File: src/sv/suf_pkg.sv
// ----------------------------------------------------------------------------
// suf_pkg: shared types and constants for the set union filter
// Transaction structs, operation codes and the control word that moves
// down the chain of compare cells.
// ----------------------------------------------------------------------------
package suf_pkg;

  // default sizes, overridable at the top level
  localparam int unsigned DEF_TABLE_DEPTH = 64;
  localparam int unsigned DEF_VALUE_BITS  = 32;

  // width of fields fixed by the interface
  localparam int unsigned DATA_W = 32;
  localparam int unsigned POS_W  = 8;
  localparam logic [POS_W-1:0] POS_MAX = {POS_W{1'b1}};

  // operation codes
  typedef enum logic [1:0] {
    OP_CLEAR = 2'd0,
    OP_LOAD  = 2'd1,
    OP_CHECK = 2'd2
  } suf_op_e;

  // input transaction
  typedef struct packed {
    logic [1:0]               op;
    logic signed [DATA_W-1:0] value;
    logic                     last;
  } suf_in_t;

  // result transaction
  typedef struct packed {
    logic                     kept;
    logic signed [DATA_W-1:0] out_value;
    logic [POS_W-1:0]         position;
    logic                     overflow;
    logic                     done_res;
  } suf_out_t;

  // control word handed from cell to cell
  typedef struct packed {
    logic       valid;
    logic [1:0] op;
    logic       last;
    logic       overflow;
    logic       store;
    logic       hit;
  } suf_ctrl_t;

endpackage

File: src/sv/suf_cell.sv
// ----------------------------------------------------------------------------
// suf_cell: one entry of the membership table
// Holds one stored value, takes a load addressed to it, compares passing
// checks against its entry and hands the transaction to the next cell.
// ----------------------------------------------------------------------------
module suf_cell #(
  parameter int unsigned TABLE_DEPTH = suf_pkg::DEF_TABLE_DEPTH,
  parameter int unsigned VALUE_BITS  = suf_pkg::DEF_VALUE_BITS,
  parameter int unsigned CELL_IDX    = 0,
  parameter int unsigned CNT_W       = $clog2(TABLE_DEPTH + 1),
  parameter int unsigned IDX_W       = (TABLE_DEPTH > 1) ? $clog2(TABLE_DEPTH) : 1
) (
  input  logic                               clk_i,
  input  logic                               rst_ni,
  input  logic                               adv_i,
  input  suf_pkg::suf_ctrl_t                 ctrl_i,
  input  logic signed [suf_pkg::DATA_W-1:0]  value_i,
  input  logic [CNT_W-1:0]                   limit_i,
  input  logic [IDX_W-1:0]                   wr_idx_i,
  output suf_pkg::suf_ctrl_t                 ctrl_o,
  output logic signed [suf_pkg::DATA_W-1:0]  value_o,
  output logic [CNT_W-1:0]                   limit_o,
  output logic [IDX_W-1:0]                   wr_idx_o
);
  import suf_pkg::*;

  logic [VALUE_BITS-1:0] entry_q;
  logic [VALUE_BITS-1:0] key;
  suf_ctrl_t             ctrl_q, ctrl_d;
  logic signed [DATA_W-1:0] value_q;
  logic [CNT_W-1:0]      limit_q;
  logic [IDX_W-1:0]      wr_idx_q;
  logic                  wr_en;
  logic                  match;

  // compare key is the low value bits, zero extended when wider
  if (VALUE_BITS <= DATA_W) begin : g_key_narrow
    assign key = value_i[VALUE_BITS-1:0];
  end else begin : g_key_wide
    assign key = {{(VALUE_BITS - DATA_W){1'b0}}, value_i};
  end

  assign wr_en = adv_i && ctrl_i.valid && ctrl_i.store && (wr_idx_i == IDX_W'(CELL_IDX));
  assign match = (ctrl_i.op == OP_CHECK) && (CNT_W'(CELL_IDX) < limit_i) && (key == entry_q);

  // stored entry
  always_ff @(posedge clk_i) begin
    if (wr_en) begin
      entry_q <= key;
    end
  end

  // fold this entry's match into the passing transaction
  always_comb begin
    ctrl_d     = ctrl_i;
    ctrl_d.hit = ctrl_i.hit | match;
  end

  always_ff @(posedge clk_i or negedge rst_ni) begin
    if (!rst_ni) begin
      ctrl_q <= '0;
    end else if (adv_i) begin
      ctrl_q <= ctrl_d;
    end
  end

  always_ff @(posedge clk_i) begin
    if (adv_i) begin
      value_q  <= value_i;
      limit_q  <= limit_i;
      wr_idx_q <= wr_idx_i;
    end
  end

  assign ctrl_o   = ctrl_q;
  assign value_o  = value_q;
  assign limit_o  = limit_q;
  assign wr_idx_o = wr_idx_q;

endmodule

File: config.mk
export PLATFORM = sky130hd
export DESIGN_NAME = suf_cell
export DESIGN_NICKNAME = d
export VERILOG_FILES = /design/src/sv/suf_pkg.sv /design/src/sv/suf_cell.sv
export SDC_FILE = /design/constraint.sdc
export NUM_CORES = 1
export LEC_CHECK = 0
export BUFFER_PORTS_ARGS = -buffer_cell sky130_fd_sc_hd__buf_2
export CAP_MARGIN = 20
export CORE_MARGIN = 2
export CORE_UTILIZATION = 49
export DETAILED_ROUTE_END_ITERATION = 7
export PLACE_DENSITY = 0.76
export SLEW_MARGIN = 0
export SYNTH_ARGS = -nofsm -noshare
export SYNTH_HDL_FRONTEND = slang
export SYNTH_SLANG_ARGS = --single-unit
File: constraint.sdc
create_clock -name clk_i -period 1.5 [get_ports clk_i]
set_input_delay 0.45 -clock clk_i [delete_from_list [all_inputs] [get_ports clk_i]]
set_output_delay 0.45 -clock clk_i [all_outputs]
set_load 0.01 [all_outputs]
# Word-level counts from Yosys, hierarchy flattened
# Cells that the tools add are included.
# word_totals
wordCells,20
register_bits,84
in_bits,55
output_inout_bits,52
# classes
eq_ne,2
reduce_logical,6
n_bitwise,1
order_cmp,1
# op_table
operator,count
== test 32 bit,1
"less-than comparator 1 x 7 -> 1 bit, first input constant",1
zero test 6 bit,1
logical AND 1 bit,5
"== test 2 bit, second input constant",1
OR 1 bit,1

# Logic depth before layout (Yosys ltp)
# depth
ltp_word,4
ltp_mapped,5
mapped_depth_nobuf,5

# Least setup slack after synthesis
# OpenSTA, ideal clock, no wires.
# synth_timing
path_kind,input-to-reg
from,input wr_idx_i[2]
to,"register entry_q[0], enable pin"
arrival_time_ns,3.898
required_time_ns,0.995
path_stages,3
n_path_buf,0
setup_ns,0.505
setup_slack_ns,-2.902
path_cell_list,nor4b_1 > nand3_1 > nor4_1
# synth_between
elab_chain_len,2
# synth_rtl
item,line_no,source
"start, declared",suf_cell.sv:19,"input logic [IDX_W-1:0] wr_idx_i,"
zero test 6 bit,suf_cell.sv:43,assign wr_en = adv_i && ctrl_i.valid && ctrl_i.store && (wr_idx_i == IDX_W'(CELL_IDX));
logical AND 1 bit,suf_cell.sv:43,
via wr_en,suf_cell.sv:33,logic wr_en;
"end signal, assigned",suf_cell.sv:49,entry_q <= key;
"end, declared",suf_cell.sv:27,logic [VALUE_BITS-1:0] entry_q;
# The timed path passes the listed nets, and every way through them passes these cells.
# A chain may end at the register's enable or synchronous reset.

# Worst setup path in the final report
# layout_timing
from,register entry_q[13]
to,"register ctrl_q, in the netlist ctrl_o[0]"
# layout_between
elab_chain_len,3
# layout_rtl
item,line_no,source
== test 32 bit,suf_cell.sv:44,assign match = (ctrl_i.op == OP_CHECK) && (CNT_W'(CELL_IDX) < limit_i) && (key == entry_q);
logical AND 1 bit,suf_cell.sv:44,
OR 1 bit,suf_cell.sv:56,ctrl_d.hit = ctrl_i.hit | match;
"end signal, assigned",suf_cell.sv:63,ctrl_q <= ctrl_d;
"end, declared",suf_cell.sv:29,"suf_ctrl_t ctrl_q, ctrl_d;"
# No other way between the ends.

==> key figures <==
Final layout
  – Multi-input combinational cell area: 518 um2
  – Share of cells above drive strength 1: 49.1%
  – Commonest cells after routing, fill and taps aside: buf_2 (106), edfxtp_1 (77), xnor2_1 (32)
  – Final core utilization: 67.4%
  – Area grow syn2layout: 33.3%
  – Commonest non-fill, non-tap cell in the layout: buf_2
  – N_diodes: 0
  – Net count, final: ~320
  – FF+latch area: between 2000 and 2500 um2
  – Fill count: 415

Placement
  – Port Buffers: 106
  – Detailed Place HPWL: 4150 um
  – GP Congestion: 0.662

Power and ir drop
  – Final Power: 0.00501 W
  – Power Dens Cells: ~1300 nW/um2
  – Max VDD drop: 1040 uV
  – P_leak: between 1.5 and 2 nW

Drt
  – Initial DRC Count: 88
  – Met2 Wirelength: about 2500 um
  – Drt first pass iters: 4
  – Post-DRT Antenna Nets: 0
  – DRC errors left: 0
  – Via count: ~1700
  – WL met3: 554 um
  – Post-Route M1 WL: 2380 um
  – DR top layer: met4
  – Wire per inst: 16.0 um
  – DRT Wirelength: 5580 um
  – Vias per cell: 4.99

STA
  – # setup viols final: 0
  – Post-layout min period: 1.43 ns
  – RSZ-0062 raised after global routing: no
  – FMAX: between 700 and 800 MHz
  – Final Hold Viols: 0
  – Worst slew pin tran: 0.299 ns
  – Final Cycle Share: 95.1%
  – Slew Limit Headroom: between 70% and 80%
  – Fin. max-slew vios: 0
  – Final Skew: about 0.0042 ns

Setup path
  – CP Max Fanout: 1
  – WP data arrival: 1.71 ns
  – Worst Setup End Kind: flip-flop
  – Worst EP required: 1.78 ns
  – Crit path launch type: flip-flop
  – CP Class: reg -> reg

Synth
  – Synthesized Nets: approximately 200
  – Cells after Synth: 143
  – Number of distinct library cells after synthesis: 14
  – Synth top area cells: edfxtp_1 (78%), xnor2_1 (9.4%), dfrtp_1 (5.9%)
  – YS warnings: 0
  – Synth Register Bits: 84
  – Yosys top cell area share: 77.7%
  – Mean Syn Cell Area: 20.8 um2
  – Synthesized cell area: around 3000 um2
  – Register area share after synthesis: between 80% and 90%
  – Largest area contributor in the synthesized netlist: edfxtp_1

GRT
  – Antenna violations before repair: 0
  – First-pass GRT wire length: 8250 um
  – GRT Residual Overflow: 0
  – Vias in the first global route: approximately 1700
  – Tot GR Track Use: about 17%
  – Largest net degree at the start of global routing: 33

Floorplanning
  – Num rows: 28
  – Core Box Area: 5890 um2
  – Die area: 6710 um2
  – Die height: between 80 and 90 um
  – Die Wd: 81.9 um
  – Initial Util: 50.5%
  – I/O pins: approximately 110

CTS
  – Clock sinks: 84
  – CTS Buf Count: 9
  – Worst-path clk slew: 0.08 ns
  – CTS tree: built
  – Later-pin clock latency in the skew report: between 0.3 and 0.4 ns
  – CTS root buffer: clkbuf_8
  – H-tree depth: 3
  – Clock tree buffer depth: 2

Hold path
  – Worst min-delay path category: in -> reg

Run status
  – Status: finished, final reports clean

Flow run
  – Max-cap viol count: 0
==> path summary, 6_finish.rpt <==
| kind | from | end | slack [ns] | cells after the start |
|---|---|---|---|---|
| max in group asynchronous | rst_ni | ctrl_o[1]$_DFFE_PN0P_ | 0.89 | 2 |
| min in group asynchronous | rst_ni | ctrl_o[2]$_DFFE_PN0P_ | 0.47 | 2 |
| hold reg to reg | ctrl_o[3]$_DFFE_PN0P_ | ctrl_o[3]$_DFFE_PN0P_ | 0.48 | 1 |
| hold / removal | limit_i[6] | limit_o[6]$_DFFE_PP_ | 0.30 | 1 |
| setup / recovery | entry_q[13]$_DFFE_PP_ | ctrl_o[0]$_DFFE_PN0P_ | 0.07 | 6 |
| setup reg to reg | entry_q[13]$_DFFE_PP_ | ctrl_o[0]$_DFFE_PN0P_ | 0.07 | 6 |
==> layer usage <==
| metal | GRT usage, % | up-vias |
|---|---|---|
| met5 | 0 | - |
| met4 | 8.50 | 0 |
| met3 | 4.84 | 9 |
| met2 | 27.0 | 87 |
| met1 | 22.2 | 839 |
| li1 | - | 802 |
==> power breakdown <==
part	leakage, nW	switching [W]	internal [W]
clock	0.109	0.000777	0.00111
sequential	0.810	0.0000330	0.00268
combinational	0.589	0.000223	0.000188
total	1.51	0.00103	0.00398
==> worst max-delay path, cell delays in order (launching register included) <==
cell	delay, ns
edfxtp_1	0.39
xnor2_1	0.22
nand4_1	0.14
nor4_2	0.32
buf_4	0.16
nand3_1	0.07
nand2_1	0.08
==> through the flow <==
step | setup WS [ns] | instances | hold WS (ns) | cell area, um2 | setup TNS [ns]
floorplan | -0.801 | 143 | 0.154 | 3000 | -25.65
global placement | -0.248 | 331 | 0.288 | 3710 | -7.96
detailed placement | -0.247 | 331 | 0.286 | 3710 | -8.00
CTS | 0.0464 | 348 | 0.283 | 3970 | 0
global route | 0.00409 | 348 | 0.285 | 3970 | 0
finish | 0.0738 | 348 | 0.299 | 3970 | 0
==> repair_timing <==
item,in CTS,in global routing
hold buffers,1,0
hold endpoints to repair,7,0
buffers inserted,0,0
resized for setup,1,0
endpoints found under the setup margin,1,0
==> cells in the mapped netlist <==
library cell / number
nand4_1: 7
buf_2: 1
edfxtp_1: 77
nor4b_1: 1
mux2_1: 6
or4_4: 1
dfrtp_1: 7
nor4_2: 1
xnor2_1: 32
nor4_1: 3
mux2i_1: 1
nand3_1: 4
nand2_1: 1
nor3_1: 1
==> registers in the layout, indices dropped and copies added (netlist names) <==
register and count:
ctrl_o 7, entry_q 32, limit_o 7, value_o 32, wr_idx_o 6
==> cell families after synthesis <==
logic type,share of synthesized area (%)
multiplexers,2.61
XOR/XNOR,9.42
AND/OR/NAND/NOR,4.16
flip-flops,83.6
buffers and inverters,0.168
==> final cells by class <==
| cell class | instances | area share [%] |
|---|---|---|
| clock inverters | 6 | 2.84 |
| well taps | 75 | 2.37 |
| repair buffers | 115 | 15.8 |
| clock buffers | 10 | 3.22 |
| multi-input cells | 58 | 13.1 |
| flip-flops and latches | 84 | 62.7 |
No activity file was read; power rests on OpenSTA's default activity.
