$ cat src/sv/suf_pkg.sv
// ----------------------------------------------------------------------------
// suf_pkg: shared types and constants for the set union filter
// Transaction structs, operation codes and the control word that moves
// down the chain of compare cells.
// ----------------------------------------------------------------------------
package suf_pkg;

  // default sizes, overridable at the top level
  localparam int unsigned DEF_TABLE_DEPTH = 64;
  localparam int unsigned DEF_VALUE_BITS  = 32;

  // width of fields fixed by the interface
  localparam int unsigned DATA_W = 32;
  localparam int unsigned POS_W  = 8;
  localparam logic [POS_W-1:0] POS_MAX = {POS_W{1'b1}};

  // operation codes
  typedef enum logic [1:0] {
    OP_CLEAR = 2'd0,
    OP_LOAD  = 2'd1,
    OP_CHECK = 2'd2
  } suf_op_e;

  // input transaction
  typedef struct packed {
    logic [1:0]               op;
    logic signed [DATA_W-1:0] value;
    logic                     last;
  } suf_in_t;

  // result transaction
  typedef struct packed {
    logic                     kept;
    logic signed [DATA_W-1:0] out_value;
    logic [POS_W-1:0]         position;
    logic                     overflow;
    logic                     done_res;
  } suf_out_t;

  // control word handed from cell to cell
  typedef struct packed {
    logic       valid;
    logic [1:0] op;
    logic       last;
    logic       overflow;
    logic       store;
    logic       hit;
  } suf_ctrl_t;

endpackage

$ cat src/sv/suf_head.sv
// ----------------------------------------------------------------------------
// suf_head: front end of the chain
// Keeps the fill count and overflow flag, decides where a load is stored
// and tags each accepted transaction before it enters the first cell.
// ----------------------------------------------------------------------------
module suf_head #(
  parameter int unsigned TABLE_DEPTH = suf_pkg::DEF_TABLE_DEPTH,
  parameter int unsigned CNT_W       = $clog2(TABLE_DEPTH + 1),
  parameter int unsigned IDX_W       = (TABLE_DEPTH > 1) ? $clog2(TABLE_DEPTH) : 1
) (
  input  logic                 clk_i,
  input  logic                 rst_ni,
  input  logic                 adv_i,
  input  logic                 in_valid_i,
  input  suf_pkg::suf_in_t     in_i,
  output suf_pkg::suf_ctrl_t   ctrl_o,
  output logic [CNT_W-1:0]     limit_o,
  output logic [IDX_W-1:0]     wr_idx_o
);
  import suf_pkg::*;

  logic [CNT_W-1:0] count_q, count_d;
  logic             ovf_q, ovf_d;
  logic             accept;
  logic             room;

  assign accept = in_valid_i && adv_i;
  assign room   = (count_q < CNT_W'(TABLE_DEPTH));

  // next fill count and overflow flag
  always_comb begin
    count_d = count_q;
    ovf_d   = ovf_q;
    case (in_i.op)
      OP_CLEAR: begin
        count_d = '0;
        ovf_d   = 1'b0;
      end
      OP_LOAD: begin
        if (room) begin
          count_d = count_q + CNT_W'(1);
        end else begin
          ovf_d = 1'b1;
        end
      end
      default: ;
    endcase
  end

  always_ff @(posedge clk_i or negedge rst_ni) begin
    if (!rst_ni) begin
      count_q <= '0;
      ovf_q   <= 1'b0;
    end else if (accept) begin
      count_q <= count_d;
      ovf_q   <= ovf_d;
    end
  end

  // tag the transaction for the chain
  always_comb begin
    ctrl_o.valid    = in_valid_i;
    ctrl_o.op       = in_i.op;
    ctrl_o.last     = in_i.last;
    ctrl_o.overflow = ovf_d;
    ctrl_o.store    = (in_i.op == OP_LOAD) && room;
    ctrl_o.hit      = 1'b0;
  end

  assign limit_o  = count_q;
  assign wr_idx_o = count_q[IDX_W-1:0];

  // fill count stays within the table
  a_count_range: assert property (@(posedge clk_i) disable iff (!rst_ni)
    count_q <= CNT_W'(TABLE_DEPTH))
    else $error("fill count beyond table depth");

  // a clear empties the table and drops the overflow flag
  a_clear_resets: assert property (@(posedge clk_i) disable iff (!rst_ni)
    (accept && in_i.op == OP_CLEAR) |=> (count_q == '0 && !ovf_q))
    else $error("clear did not reset fill state");

endmodule

$ cat config.mk
export PLATFORM = sky130hd
export DESIGN_NAME = suf_head
export DESIGN_NICKNAME = d
export VERILOG_FILES = /design/src/sv/suf_pkg.sv /design/src/sv/suf_head.sv
export SDC_FILE = /design/constraint.sdc
export NUM_CORES = 1
export LEC_CHECK = 0
export BUFFER_PORTS_ARGS = -buffer_cell sky130_fd_sc_hd__buf_4
export CELL_PAD_IN_SITES_DETAIL_PLACEMENT = 1
export CELL_PAD_IN_SITES_GLOBAL_PLACEMENT = 1
export CORE_MARGIN = 3
export CORE_UTILIZATION = 19
export DETAILED_ROUTE_END_ITERATION = 6
export GPL_TIMING_DRIVEN = 0
export MAX_ROUTING_LAYER = met4
export PLACE_DENSITY = 0.77
export SETUP_SLACK_MARGIN = 0.3
export SLEW_MARGIN = 20
export SYNTH_ARGS = -nofsm -noshare
export SYNTH_HDL_FRONTEND = slang
export SYNTH_SLANG_ARGS = --single-unit
$ cat constraint.sdc
create_clock -name clk_i -period 1.51 [get_ports clk_i]
set_clock_uncertainty 0.15 [all_clocks]
set_input_delay 0.302 -clock clk_i [delete_from_list [all_inputs] [get_ports clk_i]]
set_output_delay 0.302 -clock clk_i [all_outputs]
set_load 0.05 [all_outputs]
Yosys cells after proc, flatten, opt, wreduce, memory -nomap -nowiden --
Cells that the tools add are included.
Word-level totals: memories 0, bits of input ports 39, bits in latches 0, flip-flop bits (word level) 8, logic and storage cells 15, bits in writable memories 0, bits in read-only memories 0
Operators by class: add/sub/neg operators 1, shifts and indexed selects 0, divide/modulo/power cells 0, multiplexer cells 4, $mul 0, order comparisons 1, bitwise logic cells 0, reductions and logical operators 5, equality and inequality tests 2
Operators with widths (number):
- case mux 7 bit (2 select lines) | 1
- adder 7 x 1 -> 7 bit, second input constant | 1
- less-than comparator 7 bit, second input constant | 1
- 2-to-1 mux 7 bit | 1
- AND reduction 3 bit | 1
- == test 2 x 1 -> 1 bit, second input constant | 1
- logical AND 1 bit | 2
- zero test 2 bit | 1
- inequality test 2 bit, second input constant | 1
- case mux 1 bit (2 select lines) | 1
- nonzero test 2 bit | 1
- 2-to-1 mux 1 bit | 1

Longest topological paths before layout --
depth in word-level cells 3, gate-level depth with buffers 5, gate-level depth less buffers 5

Least setup slack after synthesis --
No wires, ideal clock.
path kind reg2out, from register count_q[6] (netlist: limit_o[6]), to output ctrl_o[1] in the netlist's numbering, stages on the path, launching flop included 3, data arrival time 1.827 ns, slack -0.769 ns, cell sequence dfrtp_1 -> buf_6 -> nor3_1
RTL lines:
- from (decl) | line suf_head.sv:22 | logic [CNT_W-1:0] count_q, count_d;
- from (signal assigned) | line suf_head.sv:55 | count_q <= count_d;
- to (decl) | line suf_head.sv:16 | output suf_pkg::suf_ctrl_t ctrl_o,

Final worst setup path --
from register count_q[6] (netlist: limit_o[6]), to output ctrl_o[2] in the netlist's numbering
Between the ends: cells in the longest elaborated chain, start to end 3
Ends and longest elaborated chain:
- less-than comparator 7 bit | line suf_head.sv:28 | assign room = (count_q < CNT_W'(TABLE_DEPTH));
- 2-to-1 mux 1 bit | line suf_head.sv:40 | if (room) begin
- case mux 1 bit (2 select lines) | line suf_head.sv:34 | case (in_i.op)
Every way passes these cells.

==> flow_summary_export.csv <==
group,metric,value,unit
final_layout,nFillCells,322,
run_status,status,"complete, but fails checks",
final_layout,final_cell_mix,"buf_4 (29), buf_6 (16), buf_8 (15), nand2_1 (6), nor2_1 (6)",
cts,htree_levels,1,
timing,min_period_over_period,1.13,
floorplan,core_area,0.00278,sq mm
timing,hold_viol_final,0,
grt,grt_pass1_vias,684,
logic_synthesis,yosysTopAreaCell,"dfrtp_1",
logic_synthesis,yosys_register_bits,8,
floorplan,start_util,0.200,
logic_synthesis,synth_area_leaders,"dfrtp_1 (36%), buf_4 (16%), a21oi_1 (5.4%), nand2_1 (4.7%), nor2_1 (4.0%)",
logic_synthesis,ys_types,24,
critical_path,critPathRequiredTime,1060,ps
power_and_ir_drop,combPwrFrac,0.685,
placed_design,place_area,848,sq um
critical_path,crit_path_start_kind,"register",
floorplan,fp.dieW,60.1,um
timing,tns,-1000,ps
logic_synthesis,yosysWarnings,0,
floorplan,num_io_pins,59,
timing,slew_violations,0,
grt,antenna_found_initial,0,
power_and_ir_drop,seq_power_share,0.207,
cts,clkLatencyLatePin,270,ps
cts,cts_root_buf,"clkbuf_4",
critical_path,reg2regPathDepth,6,
timing,grt_setup_unrepaired,"yes",
critical_path,arrival,1250,ps
logic_synthesis,syn_avg_cell_area,8.44,sq um
detailed_routing,vias_per_cell,4.41,
critical_path,critPathKind,"register to output port",
logic_synthesis,ys_seq_area_frac,0.360,
power_and_ir_drop,irDropWorstVdd,0.000834,V
grt,grt_max_degree,11,
cts,clock_path_buffers,2,
final_layout,final_common_cell,"buf_4",
detailed_routing,wire_per_inst,13.3,um
power_and_ir_drop,switchingPower,0.733,mW
timing,finalSetupViolCount,8,
power_and_ir_drop,p_int,0.933,mW
grt,track_usage,0.120,
floorplan,rows,19,
run_status,violations,"setup timing",
placed_design,port-buffer-count,24,
final_layout,nNetsFinal,158,
final_layout,diodes,0,
final_layout,layout-drive-gt1-share,0.716,
logic_synthesis,synthesis.instances,66,
critical_path,endpoint_kind,"output port",
logic_synthesis,syn_nets,106,
power_and_ir_drop,switching_share,0.440,
placed_design,dp_hpwl,1180,um
cts,cts.sinks,8,
power_and_ir_drop,pwr-share-clk,0.108,
timing,period_needed,1700,ps
detailed_routing,drtIter0Drc,10,
cts,tritoncts,"yes",
power_and_ir_drop,p_per_area,1370,mW/mm^2
cts,cts_made_buffers,3,
power_and_ir_drop,p_leak,0.572,nW
logic_synthesis,syn_area,557,sq um
cts,clk_pin_slew,60,ps
detailed_routing,antenna_left,0,
grt,grt_pass1_wl,3070,um
min_path,holdPathStages,2,
detailed_routing,vias,648,
final_layout,area_delta_synth_final,119,%
final_layout,fin_area,0.00122,sq mm
placed_design,place.gp.congestion,0.802,
critical_path,path_max_fanout,3,
detailed_routing,drc_errors,0,
detailed_routing,dr.pass1.iters,3,
floorplan,die_h,60.1,um
detailed_routing,drt-total-wl,1960,um
logic_synthesis,yosysTopAreaCellShare,0.360,
job,max-cap-violations,0,
grt,grt_overflow_total,0,
timing,fmax,587,MHz
floorplan,die-area,0.00362,sq mm
timing,setup_ws,-194,ps
min_path,min_path_type,"input port to register",
==> area by class of cell <==
cell class / instances / area, sq um / share of cell area
multi-input combinational: 42 / 307 / 0.252
timing repair buffer: 47 / 487 / 0.399
sequential: 8 / 210 / 0.172
inverter: 2 / 7.51 / 0.00616
buffer: 14 / 146 / 0.120
tap: 31 / 38.8 / 0.0318
clock buffer: 3 / 22.5 / 0.0185
==> worst max-delay path: stages (launching register included) <==
cell and delay (ps):
dfrtp_2 410, buf_8 130, a21oi_2 110, a21oi_1 50, buf_4 140, buf_6 140
==> metrics by stage <==
step / utilization / power [mW] / hold WS (ps) / cells / worst slack (ps)
final: 0.438 / 1.67 / 146 / 147 / -194
after global routing: 0.438 / 1.77 / 148 / 147 / -245
after CTS: 0.395 / 1.53 / 143 / 137 / -194
after detailed placement: 0.305 / 1.12 / -19.3 / 121 / -63.6
after global placement: 0.305 / 1.09 / -23.7 / 121 / -27.7
after floorplan: - / 0.908 / -144 / 66 / -141
==> registers in the layout, indices dropped and copies added (netlist names) <==
register and cells:
ovf_q 1, limit_o 7
==> cell usage after synthesis <==
master and number:
buf_4 12, dfrtp_1 8, nand2_1 7, a21oi_1 6, nor2_1 6, nor3_1 4, nand3_1 3, o21ai_0 3
mux2i_1 2, a22o_1 1, and3b_1 1, buf_2 1, buf_6 1, conb_1 1, ha_1 1, inv_1 1
inv_2 1, nand3_2 1, nand3b_1 1, nand4b_1 1, nor2b_4 1, nor3b_1 1, o21ai_1 1, or4_1 1
==> cells by family (layout without fill, tap and decap cells) <==
kind of cell             Yosys count  in the layout  synth area share
adder cells (fa/ha/maj)            1              1            0.0225
AND/OR/NAND/NOR                   27             27             0.265
multiplexers                       2              2            0.0360
other                              1              1           0.00674
flip-flops                         8              8             0.360
AO/OA/AOI/OAI                     11             11             0.106
buffers and inverters             16             66             0.204
==> metal layers <==
layer  track usage  wire length [um]  up-vias
met5             -                 0        -
met4        0.0759                40        0
met3        0.0130                87        3
met2         0.199              1090       22
met1         0.135               733      310
li1              -                 -      313
==> what timing repair did <==
item / in CTS / in global routing
endpoints found under the setup margin: 22 / 22
hold buffers: 1 / 0
endpoints found under the hold margin: 8 / 0
resized for setup: 33 / 13
buffers inserted: 12 / 10
pin swaps: 4 / 12
==> power by group through the flow <==
stage | sequential [mW] | combinational [mW] | clock [mW]
floorplan | 0.486 | 0.421 | 0
global placement | 0.357 | 0.734 | 0
detailed placement | 0.364 | 0.753 | 0
CTS | 0.350 | 0.993 | 0.184
global route | 0.355 | 1.22 | 0.194
finish | 0.344 | 1.14 | 0.180
==> final timing paths <==
check,start,to,slack [ps]
hold reg to reg,ovf_q$_DFFE_PN0P_,ovf_q$_DFFE_PN0P_,390
setup / recovery,limit_o[6]$_DFFE_PN0P_,ctrl_o[2],-190
hold / removal,in_i[33],limit_o[2]$_DFFE_PN0P_,150
max in group asynchronous,rst_ni,limit_o[0]$_DFFE_PN0P_,810
setup reg to reg,limit_o[6]$_DFFE_PN0P_,limit_o[4]$_DFFE_PN0P_,-150
min in group asynchronous,rst_ni,limit_o[0]$_DFFE_PN0P_,250
No activity file was read; power rests on OpenSTA's default activity.
