## config.mk

```make
export PLATFORM = sky130hd
export DESIGN_NAME = suf_tail
export DESIGN_NICKNAME = d
export VERILOG_FILES = /design/src/sv/suf_pkg.sv /design/src/sv/suf_tail.sv
export SDC_FILE = /design/constraint.sdc
export NUM_CORES = 1
export LEC_CHECK = 0
export ABC_AREA = 1
export BUFFER_PORTS_ARGS = -buffer_cell sky130_fd_sc_hd__buf_2
export CORE_ASPECT_RATIO = 1.5
export CORE_MARGIN = 1.5
export CORE_UTILIZATION = 46
export DETAILED_ROUTE_END_ITERATION = 8
export PLACE_DENSITY_LB_ADDON = 0.08
export SETUP_SLACK_MARGIN = 0.5
export SLEW_MARGIN = 20
export SYNTH_ARGS = -nofsm -noshare
export SYNTH_HDL_FRONTEND = slang
export SYNTH_SLANG_ARGS = --single-unit
```

## constraint.sdc

```tcl
create_clock -name clk_i -period 1.8 [get_ports clk_i]
set_clock_uncertainty 0.05 [all_clocks]
set_input_delay 0.36 -clock clk_i [delete_from_list [all_inputs] [get_ports clk_i]]
set_output_delay 0.36 -clock clk_i [all_outputs]
set_load 0.02 [all_outputs]
```

## src/sv/suf_pkg.sv

```systemverilog
// ----------------------------------------------------------------------------
// suf_pkg: shared types and constants for the set union filter
// Transaction structs, operation codes and the control word that moves
// down the chain of compare cells.
// ----------------------------------------------------------------------------
package suf_pkg;

  // default sizes, overridable at the top level
  localparam int unsigned DEF_TABLE_DEPTH = 64;
  localparam int unsigned DEF_VALUE_BITS  = 32;

  // width of fields fixed by the interface
  localparam int unsigned DATA_W = 32;
  localparam int unsigned POS_W  = 8;
  localparam logic [POS_W-1:0] POS_MAX = {POS_W{1'b1}};

  // operation codes
  typedef enum logic [1:0] {
    OP_CLEAR = 2'd0,
    OP_LOAD  = 2'd1,
    OP_CHECK = 2'd2
  } suf_op_e;

  // input transaction
  typedef struct packed {
    logic [1:0]               op;
    logic signed [DATA_W-1:0] value;
    logic                     last;
  } suf_in_t;

  // result transaction
  typedef struct packed {
    logic                     kept;
    logic signed [DATA_W-1:0] out_value;
    logic [POS_W-1:0]         position;
    logic                     overflow;
    logic                     done_res;
  } suf_out_t;

  // control word handed from cell to cell
  typedef struct packed {
    logic       valid;
    logic [1:0] op;
    logic       last;
    logic       overflow;
    logic       store;
    logic       hit;
  } suf_ctrl_t;

endpackage

```

## src/sv/suf_tail.sv

```systemverilog
// ----------------------------------------------------------------------------
// suf_tail: end of the chain
// Decides whether each transaction is kept, hands out union positions in
// order and holds the result register toward the receiver.
// ----------------------------------------------------------------------------
module suf_tail (
  input  logic                               clk_i,
  input  logic                               rst_ni,
  input  logic                               adv_i,
  input  suf_pkg::suf_ctrl_t                 ctrl_i,
  input  logic signed [suf_pkg::DATA_W-1:0]  value_i,
  output logic                               out_valid_o,
  output suf_pkg::suf_out_t                  out_o
);
  import suf_pkg::*;

  logic [POS_W-1:0] union_q, union_d;
  logic             kept;
  logic             out_valid_q;
  suf_out_t         out_q, out_d;

  // keep decision and next union count
  always_comb begin
    kept    = 1'b0;
    union_d = union_q;
    case (ctrl_i.op)
      OP_CLEAR: union_d = '0;
      OP_LOAD:  kept = 1'b1;
      OP_CHECK: kept = !ctrl_i.hit;
      default:  ;
    endcase
    if (kept && union_q != POS_MAX) begin
      union_d = union_q + POS_W'(1);
    end
  end

  always_comb begin
    out_d.kept      = kept;
    out_d.out_value = value_i;
    out_d.position  = kept ? union_q : '0;
    out_d.overflow  = ctrl_i.overflow;
    out_d.done_res  = ctrl_i.last;
  end

  always_ff @(posedge clk_i or negedge rst_ni) begin
    if (!rst_ni) begin
      union_q     <= '0;
      out_valid_q <= 1'b0;
    end else if (adv_i) begin
      out_valid_q <= ctrl_i.valid;
      if (ctrl_i.valid) begin
        union_q <= union_d;
      end
    end
  end

  // result register
  always_ff @(posedge clk_i) begin
    if (adv_i) begin
      out_q <= out_d;
    end
  end

  assign out_valid_o = out_valid_q;
  assign out_o       = out_q;

  // a dropped value never carries a position
  a_pos_only_kept: assert property (@(posedge clk_i) disable iff (!rst_ni)
    (out_valid_q && !out_q.kept) |-> (out_q.position == '0))
    else $error("position set on a dropped value");

  // a clear leaving the chain restarts union numbering
  a_clear_union: assert property (@(posedge clk_i) disable iff (!rst_ni)
    (adv_i && ctrl_i.valid && ctrl_i.op == OP_CLEAR) |=> (union_q == '0))
    else $error("union count not reset by clear");

endmodule

```

Word-level counts from Yosys, hierarchy flattened
Index checks and enable logic that the tools add are counted.
Widths: inputs -> output; s select.
{ "totals": {"ff_bits": 52, "input_bits": 42, "out_inout_bits": 44} }
{ "classes": {"n_addsub": 1, "n_eq_ne": 3, "muxes": 3, "n_reduce_logical": 5} }
{ "ops": {"columns": ["cell", "count"], "rows": [
  ["$mux 8", 2],
  ["$add 8x1->8 const B", 1],
  ["$ne 8x8->1 const B", 1],
  ["$reduce_and 3->1", 1],
  ["$eq 2x1->1 const B", 1],
  ["$eq 2x2->1 const B", 1],
  ["$logic_not 2->1", 1],
  ["$pmux 1 s2", 1],
  ["$reduce_bool 2->1", 1],
  ["$logic_and 1x1->1", 1],
  ["$logic_not 1->1", 1]
]} }

Logic depth before layout (Yosys ltp)
Gate-level depths: netlist of run 1.
{ "depth": {"ltp_word": 5, "depth_mapped": 9, "ltp_nobuf": 9} }

Worst setup path after synthesis of run 1
OpenSTA, ideal clock, no wires.
{ "synth_path": {"path_kind": "input -> register", "start": "input ctrl_i[4] (netlist bit)", "end": "register union_q[7]", "arrival_ps": 1303, "t_required_ps": 1684, "slack_ps": 381, "stages": 7, "path_buffers": 0, "cell_sequence": "inv_1 ha_1 a21boi_2 nand2_4 nor2_1 nand3_1 nand2_1"} }
{ "synth_between": {"elab_chain_len": 5, "word_cells_on_any_way": 8} }
{ "synth_lines": {"columns": ["element", "line", "source"], "rows": [
  ["start, declared", "suf_tail.sv:10", "input suf_pkg::suf_ctrl_t ctrl_i,"],
  ["$eq 2x2->1 or $eq 2x1->1 (tied branches)", "suf_tail.sv:26", "case (ctrl_i.op)"],
  ["$pmux 1 s2 (*)", "suf_tail.sv:26", null],
  ["net kept", "suf_tail.sv:18", "logic kept;"],
  ["$logic_and 1x1->1 (*)", "suf_tail.sv:32", "if (kept && union_q != POS_MAX) begin"],
  ["$reduce_bool 2->1 (no source line)", null, null],
  ["$reduce_and 3->1 (no source line)", null, null],
  ["end signal, assigned", "suf_tail.sv:52", "union_q <= union_d;"],
  ["end, declared", "suf_tail.sv:17", "logic [POS_W-1:0] union_q, union_d;"]
]} }
The timed path passes the listed nets; every way through them passes the cells marked *.
A chain may end at the register's enable or synchronous reset.

Final worst setup path of run 1
{ "layout_path": {"start": "register union_q[0]", "end": "register union_q[7]"} }
{ "layout_between": {"elab_chain_len": 4, "word_cells_on_any_way": 6} }
{ "layout_lines": {"columns": ["element"], "rows": [
  ["branches (longest 4 deep; another with $add 8x1->8)"]
]} }
Several ways; the timed one is not identified.

==> results of run 1 <==
## cells in the mapped netlist
cell / instances
nor2_1: 15
ha_1: 4
nor2_2: 1
o21ai_0: 1
nand4_1: 1
xor2_1: 3
inv_2: 2
edfxtp_1: 43
nand2_4: 3
o21bai_1: 1
dfrtp_1: 9
nand2_1: 27
nand3_1: 8
inv_1: 16
nand3_2: 1
nand2_2: 1
a21boi_2: 1
xnor2_1: 1
## final cells by class
class                           count  area [um^2]
Fill cell                         321         1300
Clock buffer                        6         72.6
Sequential cell                    52         1520
Timing Repair Buffer               91          482
Tap cell                           45         56.3
Inverter                           18         85.1
Multi-Input combinational cell     68          459
Clock inverter                      2         16.3
## repair_timing
action                     4_1_cts  5_1_grt
setup endpoints to repair        8       10
hold buffers                     1        0
gates resized for setup          7       14
hold endpoints to repair         9        0
setup buffers                    4        0
pin swaps                        3        5
## logic make-up (layout without fill, tap and decap cells)
kind of cell | after synthesis | count (layout) | synth area share
xor gates and xnor gates | 4 | 4 | 0.0179
adders and majority gates | 4 | 4 | 0.0256
AOI/OAI and AO/OA | 3 | 3 | 0.0122
buffers and inverters | 18 | 117 | 0.0346
DFF | 52 | 52 | 0.776
and+or+nand+nor | 57 | 57 | 0.133
## metrics by stage
stage	instance area [um^2]	utilization	setup WS, ps	hold WS [ps]	cells
2_1_floorplan	1990	-	459	14.4	138
5_1_grt	2690	0.674	363	163	282
4_1_cts	2640	0.661	427	173	282
6_report	2690	0.674	429	183	282
3_5_place_dp	2480	0.622	143	173	269
3_3_place_gp	2480	0.622	178	174	269
## per-layer routing
metal  part of all wire  vias to the layer above  wire [um]  global-route usage
met1               0.38                      628       1500               0.223
met4             0.0071                        0         28              0.0671
met2               0.55                       57       2170               0.327
met3              0.066                        2        260              0.0436
met5                  0                        -          0                   0
li1                   -                      651          -                   -
## worst min-delay path by stage
stage	endpoint	start
finish	out_o[19]	value_i[9]
global route	out_o[1]	ctrl_i[2]
CTS	out_o[40]	value_i[30]
detailed placement	union_q[2]	rst_ni
global placement	out_valid_o	rst_ni
floorplan	out_valid_o	rst_ni
## where the power goes
part	switching [mW]	internal [mW]	leakage (nW)
clock network	0.363	0.277	0.0414
registers	0.0312	1.39	0.544
logic	0.223	0.138	0.600
total	0.617	1.81	1.19
## critical path, stage by stage (launching register included)
cell	delay (ps)
dfrtp_1	420
ha_4	190
nand3_4	90
inv_2	40
nand2_2	60
nand2_4	100
nand2_8	110
nand2_8	80
nand2_2	80
nand2_2	40
## sequential cells by signal, indices dropped and copies added (netlist names)
register     count
out_o           43
out_valid_o      1
union_q          8
==> metrics.md, run 1 <==
| Metric | Value |
|---|---|
| Status | finished clean |
| CTS tree | built |
| Setup slack, reg-to-reg | 430 ps |
| Cell Rows | 28 |
| Die Footprint | 0.00465 mm^2 |
| Pin count of the biggest net entering global routing | 25 |
| DR vias | 1,338 |
| Setup CP Type | reg2reg |
| Total negative slack | 0 ps |
| Fraction of layout cells with a size suffix above 1 | 0.523 |
| Setup violations, final | 0 |
| Max Slew Vio Count | 0 |
| Core Box Area | 0.00399 mm^2 |
| CP Launch Type | flop |
| Initial antenna violation count | 0 |
| GR Util All Layers | 0.188 |
| FF-to-FF path depth | 9 |
| Most area-hungry cell type in the Yosys netlist | edfxtp_1 |
| Gr ovfl total | 0 |
| Post-Synthesis Net Count | 184 |
| RSZ-0062 raised after global routing | yes |
| P per Cell Area | 902 mW/mm^2 |
| Fin crit share | 0.762 |
| Netlist Area Pre-Place | 0.00195 mm^2 |
| Most frequent cells in the layout | buf_2, edfxtp_1, nand2_1 |
| Total Power | 2.43 mW |
| Avg WL per Cell | 14.0 um |
| Hpwl dp | 3020 um |
| CP endpoint | union_q[7] |
| Num CTS Buffers | 5 |
| Synth-to-layout area growth | 37.7% |
| Synth top area share | 0.661 |
| CTS sink cnt | 52 |
| Crit. Startpoint | union_q[0] |
| Setup crit end kind | flop |
| Maximum level of the CTS H-tree | 2 |
| Worst-path maximum fanout | 8 |
| Die Span Y | 82.8 um |
| Critical R2R Launch | union_q[0] |
| Clk pin slew, worst setup/hold paths | 90 ps |
| Top cells by area, synth | edfxtp_1, dfrtp_1, nand2_1 |
| Maxcap violations | 0 |
| R2r endpoint | union_q[7] |
| Routed Wire Length | 3960 um |
| DR pass1 iterations | 4 |
| Tmin final | 1370 ps |
| Clock latency on the worst-skew pair | 290 ps |
| Max clock buf depth | 2 |
| Register area share after synthesis | 0.776 |
| Vias in the first global route | 1,408 |
| Worst slew pin tran | 298 ps |
| VDD IR max | 0.735 mV |
| Yosys cell types | 18 |
| Worst Hold Class | in2reg |
| CTS root buf | clkbuf_8 |
| P_leak | 1.19 nW |
| Flops & latches, synth | 52 |
| Initial DRC Count | 41 |
| Yosys warning total | 0 |
| Synth Instances | 138 |
| Mapped Avg Cell Area | 14.2 um^2 |
| Fin. Hold Viols | 0 |
| CP arrival | 1510 ps |
| Drc violations | 0 |
| Layout Nets | 282 |
| IO Port Bufs | 84 |
| Antenna fix cells | 0 |
| Die W | 56.2 um |
| Ports | 86 |
| ANT nets after route | 0 |
| Worst Path Required | 1940 ps |
| First-pass GRT wire length | 6740 um |
| Fmax | 0.729 GHz |
| Initial Util | 0.489 |
| Hold path depth | 1 |
| Commonest non-fill, non-tap cell in the layout | buf_2 |
| Routed vias/inst | 4.74 |
| Slew HR | 0.801 |
| Placer's final routability congestion estimate | 0.776 |
Power figures use the tool's default switching activity.
==> run 2, diff against run 1 <==
- CORE_UTILIZATION: 46 -> 42
- clock period: 1.8 -> 1.19 ns (I/O delays scaled with it)
==> run 2 against run 1 <==
Against the previous run:
- the run now ends with negative setup slack left
- critical path depth did not move
- count of clock-buffer cells in the layout fell by 1
- wire length rose by 0.61%
- final cell count rose by 4.6%
- via count rose by 2.5%
- core utilization rose by 2.6 points
- non-clock buffer count rose by 10
- die area rose by 9.1%
- critical endpoint is now union_q[5]
- highest routed layer unchanged
==> metrics.md, run 2 (synthesis results as in run 1) <==
| Metric | Value |
|---|---|
| Die Footprint | 0.00508 mm^2 (+9.1%) |
| Design area | 0.00315 mm^2 (+17%) |
| Initial DRC Count | 40 (-2.4%) |
| Initial Util | 0.434 (-0.0554) |
| Cell Area, Placed | 0.00259 mm^2 (+4.4%) |
| Largest register FFs | 43 (unchanged) |
| Drc violations | 0 (unchanged) |
| Die W | 58.7 um (+4.4%) |
| Routed Wire Length | 3980 um (+0.61%) |
| Worst-path maximum fanout | 8 (unchanged) |
| Synth-to-layout area growth | 61.4% |
| Most frequent cells in the layout | buf_6, edfxtp_1, buf_2 |
| Crit. Startpoint | union_q[0] |
| Post-route setup slack | -175 ps (-604 ps) |
| Setup violations, final | 8 (+8) |
| Setup CP Type | reg2reg |
| First-pass GRT wire length | 6270 um (-7.1%) |
| Setup crit end kind | flop |
| IO Port Bufs | 84 (unchanged) |
| ANT nets after route | 0 (unchanged) |
| GR Util All Layers | 0.167 (-0.0206) |
| Worst slew pin tran | 256 ps (-41.9 ps) |
| Vias in the first global route | 1,389 (-1.3%) |
| CP Launch Type | flop |
| Maximum level of the CTS H-tree | 2 (unchanged) |
| Hpwl dp | 2750 um (-9.0%) |
| Ports | 86 (unchanged) |
| Tmin final | 1360 ps (-5.98 ps) |
| Fin. Hold Viols | 0 (unchanged) |
| Initial antenna violation count | 0 (unchanged) |
| Max clock buf depth | 2 (unchanged) |
| Die Span Y | 86.5 um (+4.5%) |
| VDD IR max | 0.649 mV (-12%) |
| P per Cell Area | 1310 mW/mm^2 (+45%) |
| Max Slew Vio Count | 0 (unchanged) |
| Num CTS Buffers | 5 (unchanged) |
| Critical R2R Launch | union_q[0] |
| Clock latency on the worst-skew pair | 300 ps (about the same) |
| CTS root buf | clkbuf_8 |
| Total Power | 4.13 mW (+70%) |
| P_leak | 1.37 nW (+15%) |
| Pin count of the biggest net entering global routing | 45 (+80%) |
| WHS | 57.2 ps (-126 ps) |
| Antenna fix cells | 0 (unchanged) |
| Cell Rows | 30 (+7.1%) |
| Final Core Density | 0.700 (+0.0264) |
| Placer's final routability congestion estimate | 0.784 (+1.0%) |
| DR pass1 iterations | 3 (-1) |
| Fraction of layout cells with a size suffix above 1 | 0.551 (+0.0274) |
| Fmax | 0.733 GHz (+0.44%) |
| Avg WL per Cell | 13.5 um (-3.8%) |
| Routed vias/inst | 4.65 (-2.0%) |
| Status | complete, but fails checks |
| Slew HR | 0.829 (+0.0277) |
| CTS sink cnt | 52 (unchanged) |
| Gr ovfl total | 0 (unchanged) |
| Core Box Area | 0.00450 mm^2 (+13%) |
| RSZ-0062 raised after global routing | yes |
| Clk pin slew, worst setup/hold paths | 90 ps (about the same) |
| Maxcap violations | 0 (unchanged) |
| Layout Nets | 292 (+3.5%) |
| Hold_sp | value_i[16] |
| Violated checks | negative setup slack |
| Commonest non-fill, non-tap cell in the layout | buf_6 |
| Worst Hold Class | in2reg |
| CP arrival | 1500 ps (about the same) |
| Fin crit share | 1.15 (+0.385) |
| CTS tree | built |
| Worst Path Required | 1330 ps (-610 ps) |
| DR vias | 1,371 (+2.5%) |
==> run 2: cell types whose count changed in the layout (fill, tap and decap cells not counted), moves of 3 or more <==
| cell | previous run | this run |
|---|---|---|
| buf_12 | 0 | 3 |
| buf_2 | 83 | 38 |
| buf_4 | 6 | 9 |
| buf_6 | 1 | 50 |
| nand2_1 | 17 | 23 |
| nand2_2 | 11 | 5 |
| nor2_1 | 14 | 7 |
| nor2_2 | 1 | 6 |
==> run 2: layer usage <==
metal / global-route usage / wire (um) / vias to the layer above
met5: 0 / 0 / -
met4: 0.0620 / 64 / 0
met3: 0.0433 / 224 / 6
met2: 0.303 / 2220 / 51
met1: 0.182 / 1480 / 640
li1: - / - / 674
==> run 2: final timing paths <==
check,end,slack (ps),cells past startpoint
setup / recovery,union_q[5],-170,9
hold / removal,out_o[26],60,1
setup reg to reg,union_q[5],-170,9
hold reg to reg,union_q[7],450,2
max in group asynchronous,out_valid_o,630,2
min in group asynchronous,union_q[1],260,2
==> run 2: timing repair <==
item | CTS | global route
resized for setup | 114 | 13
buffers inserted | 1 | 2
pin swaps | 3 | 2
endpoints found under the hold margin | 9 | 0
hold buffers | 1 | 0
endpoints found under the setup margin | 62 | 62
==> run 2: final cells by class <==
class	instances	area, um^2
clock inverters	3	42.5
repair buffers	101	891
flip-flops and latches	52	1520
well taps	48	60.1
clock buffers	5	68.8
inverters	18	110
fillers	317	1350
multi-input cells	68	463
==> run 2: critical path, cell delays in order, from the launching register on <==
cell and delay, ps:
dfrtp_1 420, ha_4 180, nand3_4 90, inv_2 40
nand2_2 70, nand2_4 80, nand2_4 120, nand2_8 80
nand2_1 70, nand2_1 50
==> run 2: power by group <==
part,internal [mW],switching [mW]
combinational,0.401,0.367
clock,0.623,0.553
sequential,2.11,0.0717
==> run 2: per-stage QoR <==
step | TNS (ps) | setup slack [ps] | cells
finish | -1260 | -175 | 295
global route | -1940 | -249 | 295
CTS | -1200 | -155 | 293
detailed placement | -4350 | -288 | 283
global placement | -3930 | -268 | 283
floorplan | -591 | -78.1 | 138
==> run 3, diff against run 2 <==
- ABC_AREA: 1 -> default
- CORE_UTILIZATION: 42 -> 41
- PLACE_DENSITY: default -> 0.73
- PLACE_DENSITY_LB_ADDON: 0.08 -> default
==> run 3 against run 2 <==
Against the previous run:
- the flow still finishes with violations (negative setup slack)
- maximum frequency is 18% lower
- combinational power is 3.4% higher
- register-to-register slack worse by 300 ps
- synthesized cell count decreased by 19%
- die area grew 0.63%
==> metrics.md, run 3 <==
| Metric | Value |
|---|---|
| Status | complete, but fails checks |
| Violated checks | negative setup slack |
| CP Launch Type | flop |
| Die Footprint | 0.00511 mm^2 (+0.63%) |
| Initial Util | 0.426 (-0.00750) |
| Cell Rows | 30 (unchanged) |
| CP arrival | 1850 ps (+350 ps) |
| Num CTS Buffers | 5 (unchanged) |
| Gr ovfl total | 0 (unchanged) |
| Post-synth EDFFs | 43 (unchanged) |
| Most frequent cells in the layout | buf_6, edfxtp_1, buf_2 |
| RSZ-0062 raised after global routing | yes |
| Antenna fix cells | 0 (unchanged) |
| First-pass GRT wire length | 6880 um (+9.8%) |
| Worst Path Buf+Inv | 0 (-1) |
| ANT nets after route | 0 (unchanged) |
| Setup crit end kind | flop |
| VDD IR max | 0.590 mV (-9.0%) |
| Synth top area share | 0.673 (+0.0116) |
| Synth-to-layout area growth | 62.7% |
| Total Power | 3.97 mW (-3.9%) |
| CTS root buf | clkbuf_8 |
| Die W | 58.9 um (+0.32%) |
| Most area-hungry cell type in the Yosys netlist | edfxtp_1 |
| CTS tree | built |
| Post-synth top cells | edfxtp_1, o21ai_0, dfrtp_1, and2_1, nand2_1 |
| Ys flop type | edfxtp_1 |
| Setup CP Type | reg2reg |
| DR pass1 iterations | 4 (+1) |
| Sequential cell area | 0.00152 mm^2 (unchanged) |
| Synth Instances | 112 (-19%) |
| Fin crit share | 1.40 (+0.251) |
| Core Box Area | 0.00450 mm^2 (unchanged) |
| CP max stage delay | 470 ps (+50 ps) |
| Worst-path maximum fanout | 2 (-6) |
| Fillcell total | 287 (-9.5%) |
| Maxcap violations | 0 (unchanged) |
| Initial DRC Count | 46 (+15%) |
| Hpwl dp | 2750 um (-0.11%) |
| Clock latency on the worst-skew pair | 300 ps (about the same) |
| Delay-heaviest family, CP | simple AND/OR/NAND/NOR gates |
| Fin. Hold Viols | 0 (unchanged) |
| Netlist Area Pre-Place | 0.00192 mm^2 (-1.7%) |
| Mapped Avg Cell Area | 17.1 um^2 (+21%) |
| CP cell instances | ha_4 -> nand3_4 -> nor3_4 -> o31a_4 -> or4_1 -> nand3_1 |
| Pre-CTS WS | -605 ps (-317 ps) |
| Pin count of the biggest net entering global routing | 23 (-49%) |
| Commonest non-fill, non-tap cell in the layout | buf_6 |
| GR Util All Layers | 0.189 (+0.0221) |
| Worst Hold Class | in2reg |
| Final Core Density | 0.693 (-0.00667) |
| Placer's final routability congestion estimate | 0.766 (-2.4%) |
| Largest register FFs | 43 (unchanged) |
| Register area share after synthesis | 0.790 (+0.0137) |
| Flops & latches, synth | 52 (unchanged) |
| Fraction of layout cells with a size suffix above 1 | 0.602 (+0.0511) |
| DR vias | 1,400 (+2.1%) |
| Ports | 86 (unchanged) |
| Async S/R FF share, synth | 0.173 (unchanged) |
| Tmin final | 1660 ps (+299 ps) |
| CP max-delay cell | or4_1 |
| Die Span Y | 86.8 um (+0.32%) |
| P per Cell Area | 1270 mW/mm^2 (-2.9%) |
| Routed vias/inst | 5.02 (+8.0%) |
| Slew HR | 0.834 (+0.00495) |
| Cell with the most instances after synthesis | edfxtp_1 |
| P_leak | 1.37 nW (+0.32%) |
| Yosys warning total | 0 (unchanged) |
| Yosys cell types | 24 (+6) |
| Layout Nets | 276 (-5.5%) |
| Fmax | 0.601 GHz (-18%) |
| Vias in the first global route | 1,418 (+2.1%) |
| Setup violations, final | 17 (+9) |
| Clk pin slew, worst setup/hold paths | 90 ps (about the same) |
| Max clock buf depth | 2 (unchanged) |
| CTS sink cnt | 52 (unchanged) |
| Avg WL per Cell | 17.8 um (+32%) |
| IO Port Bufs | 84 (unchanged) |
| Post-route setup slack | -474 ps (-299 ps) |
| Top cells by area, synth | edfxtp_1, dfrtp_1, and2_1 |
| Drc violations | 0 (unchanged) |
| Maximum level of the CTS H-tree | 2 (unchanged) |
| Routed Wire Length | 4980 um (+25%) |
| Worst slew pin tran | 246 ps (-9.84 ps) |
| Area of the multi-input gates | 460 um^2 (-0.54%) |
| Initial antenna violation count | 0 (unchanged) |
| Worst Path Required | 1380 ps (+50 ps) |
| Max Slew Vio Count | 0 (unchanged) |
| Post-Synthesis Net Count | 158 (-14%) |
## run 3: cell count changes in the layout (fill, tap and decap cells not counted), moves of 5 or more
cell	before	now
buf_4	9	21
nand2_1	23	6
nand2_2	5	0
and2_1	0	8
nor2_2	6	0
o21ai_1	0	6
nand3_1	8	3
inv_1	11	2
## run 3: through the flow
step	std cells	hold WS (ps)	setup TNS (ps)	instance area (um^2)
after global routing	279	37.3	-4620	3120
after global placement	263	51.3	-10080	2590
after detailed placement	263	53.7	-11060	2590
final	279	51.1	-3760	3120
after floorplan	112	-108	-3620	1970
after CTS	275	51.6	-4020	3030
## run 3: cell families (layout without fill, tap and decap cells)
kind of cell	Yosys count	after routing	share of synthesized area
adder cells (fa/ha/maj)	4	4	0.0261
AND/OR/NAND/NOR	32	32	0.0997
AO/OA/AOI/OAI	17	17	0.0626
multiplexers	1	1	0.00587
buffers and inverters	6	125	0.0156
flip-flops	52	52	0.790
## run 3: layer usage
metal  part of all wire  vias to the layer above  GRT usage  wire [um]
li1                   -                      647          -          -
met1               0.36                      665      0.192       1770
met2               0.54                       76      0.343       2660
met3              0.081                       12     0.0537        404
met4              0.028                        0     0.0888        139
met5                  0                        -          0          0
## run 3: worst reg2reg max path: cells and delay by family (launching register included)
kind	cells	cell delay [ps]
AND/OR/NAND/NOR	4	670
flip-flops	1	420
adder cells (fa/ha/maj)	1	190
AO/OA/AOI/OAI	1	280
## run 3: power breakdown
part	internal (mW)	switching (mW)	total, mW
combinational	0.426	0.368	0.794
clock	0.414	0.542	0.956
sequential	2.13	0.0871	2.22
## run 3: repair_timing
| item | in CTS | in global routing |
|---|---|---|
| resized for setup | 99 | 15 |
| endpoints found under the setup margin | 105 | 82 |
| setup buffers | 2 | 3 |
| gates cloned | 1 | 1 |
| hold buffers | 1 | 0 |
| hold endpoints to repair | 9 | 0 |
| pin swaps | 3 | 3 |
## run 3: final cells by class
| class | instances | share of cell area |
|---|---|---|
| sequential | 52 | 0.486 |
| timing repair buffer | 112 | 0.311 |
| multi-input combinational | 54 | 0.147 |
| clock buffer | 7 | 0.0244 |
| tap | 48 | 0.0192 |
| inverter | 5 | 0.0100 |
| clock inverter | 1 | 0.00160 |
## run 3: path summary, 6_finish.rpt
| path | startpoint | end | slack, ps | cells after the start |
|---|---|---|---|---|
| hold reg to reg | out_valid_o | out_valid_o | 490 | 2 |
| min in group asynchronous | rst_ni | union_q[1] | 290 | 2 |
| setup / recovery | union_q[0] | union_q[5] | -470 | 6 |
| setup reg to reg | union_q[0] | union_q[5] | -470 | 6 |
| hold / removal | value_i[23] | out_o[33] | 50 | 1 |
| max in group asynchronous | rst_ni | out_valid_o | 590 | 2 |
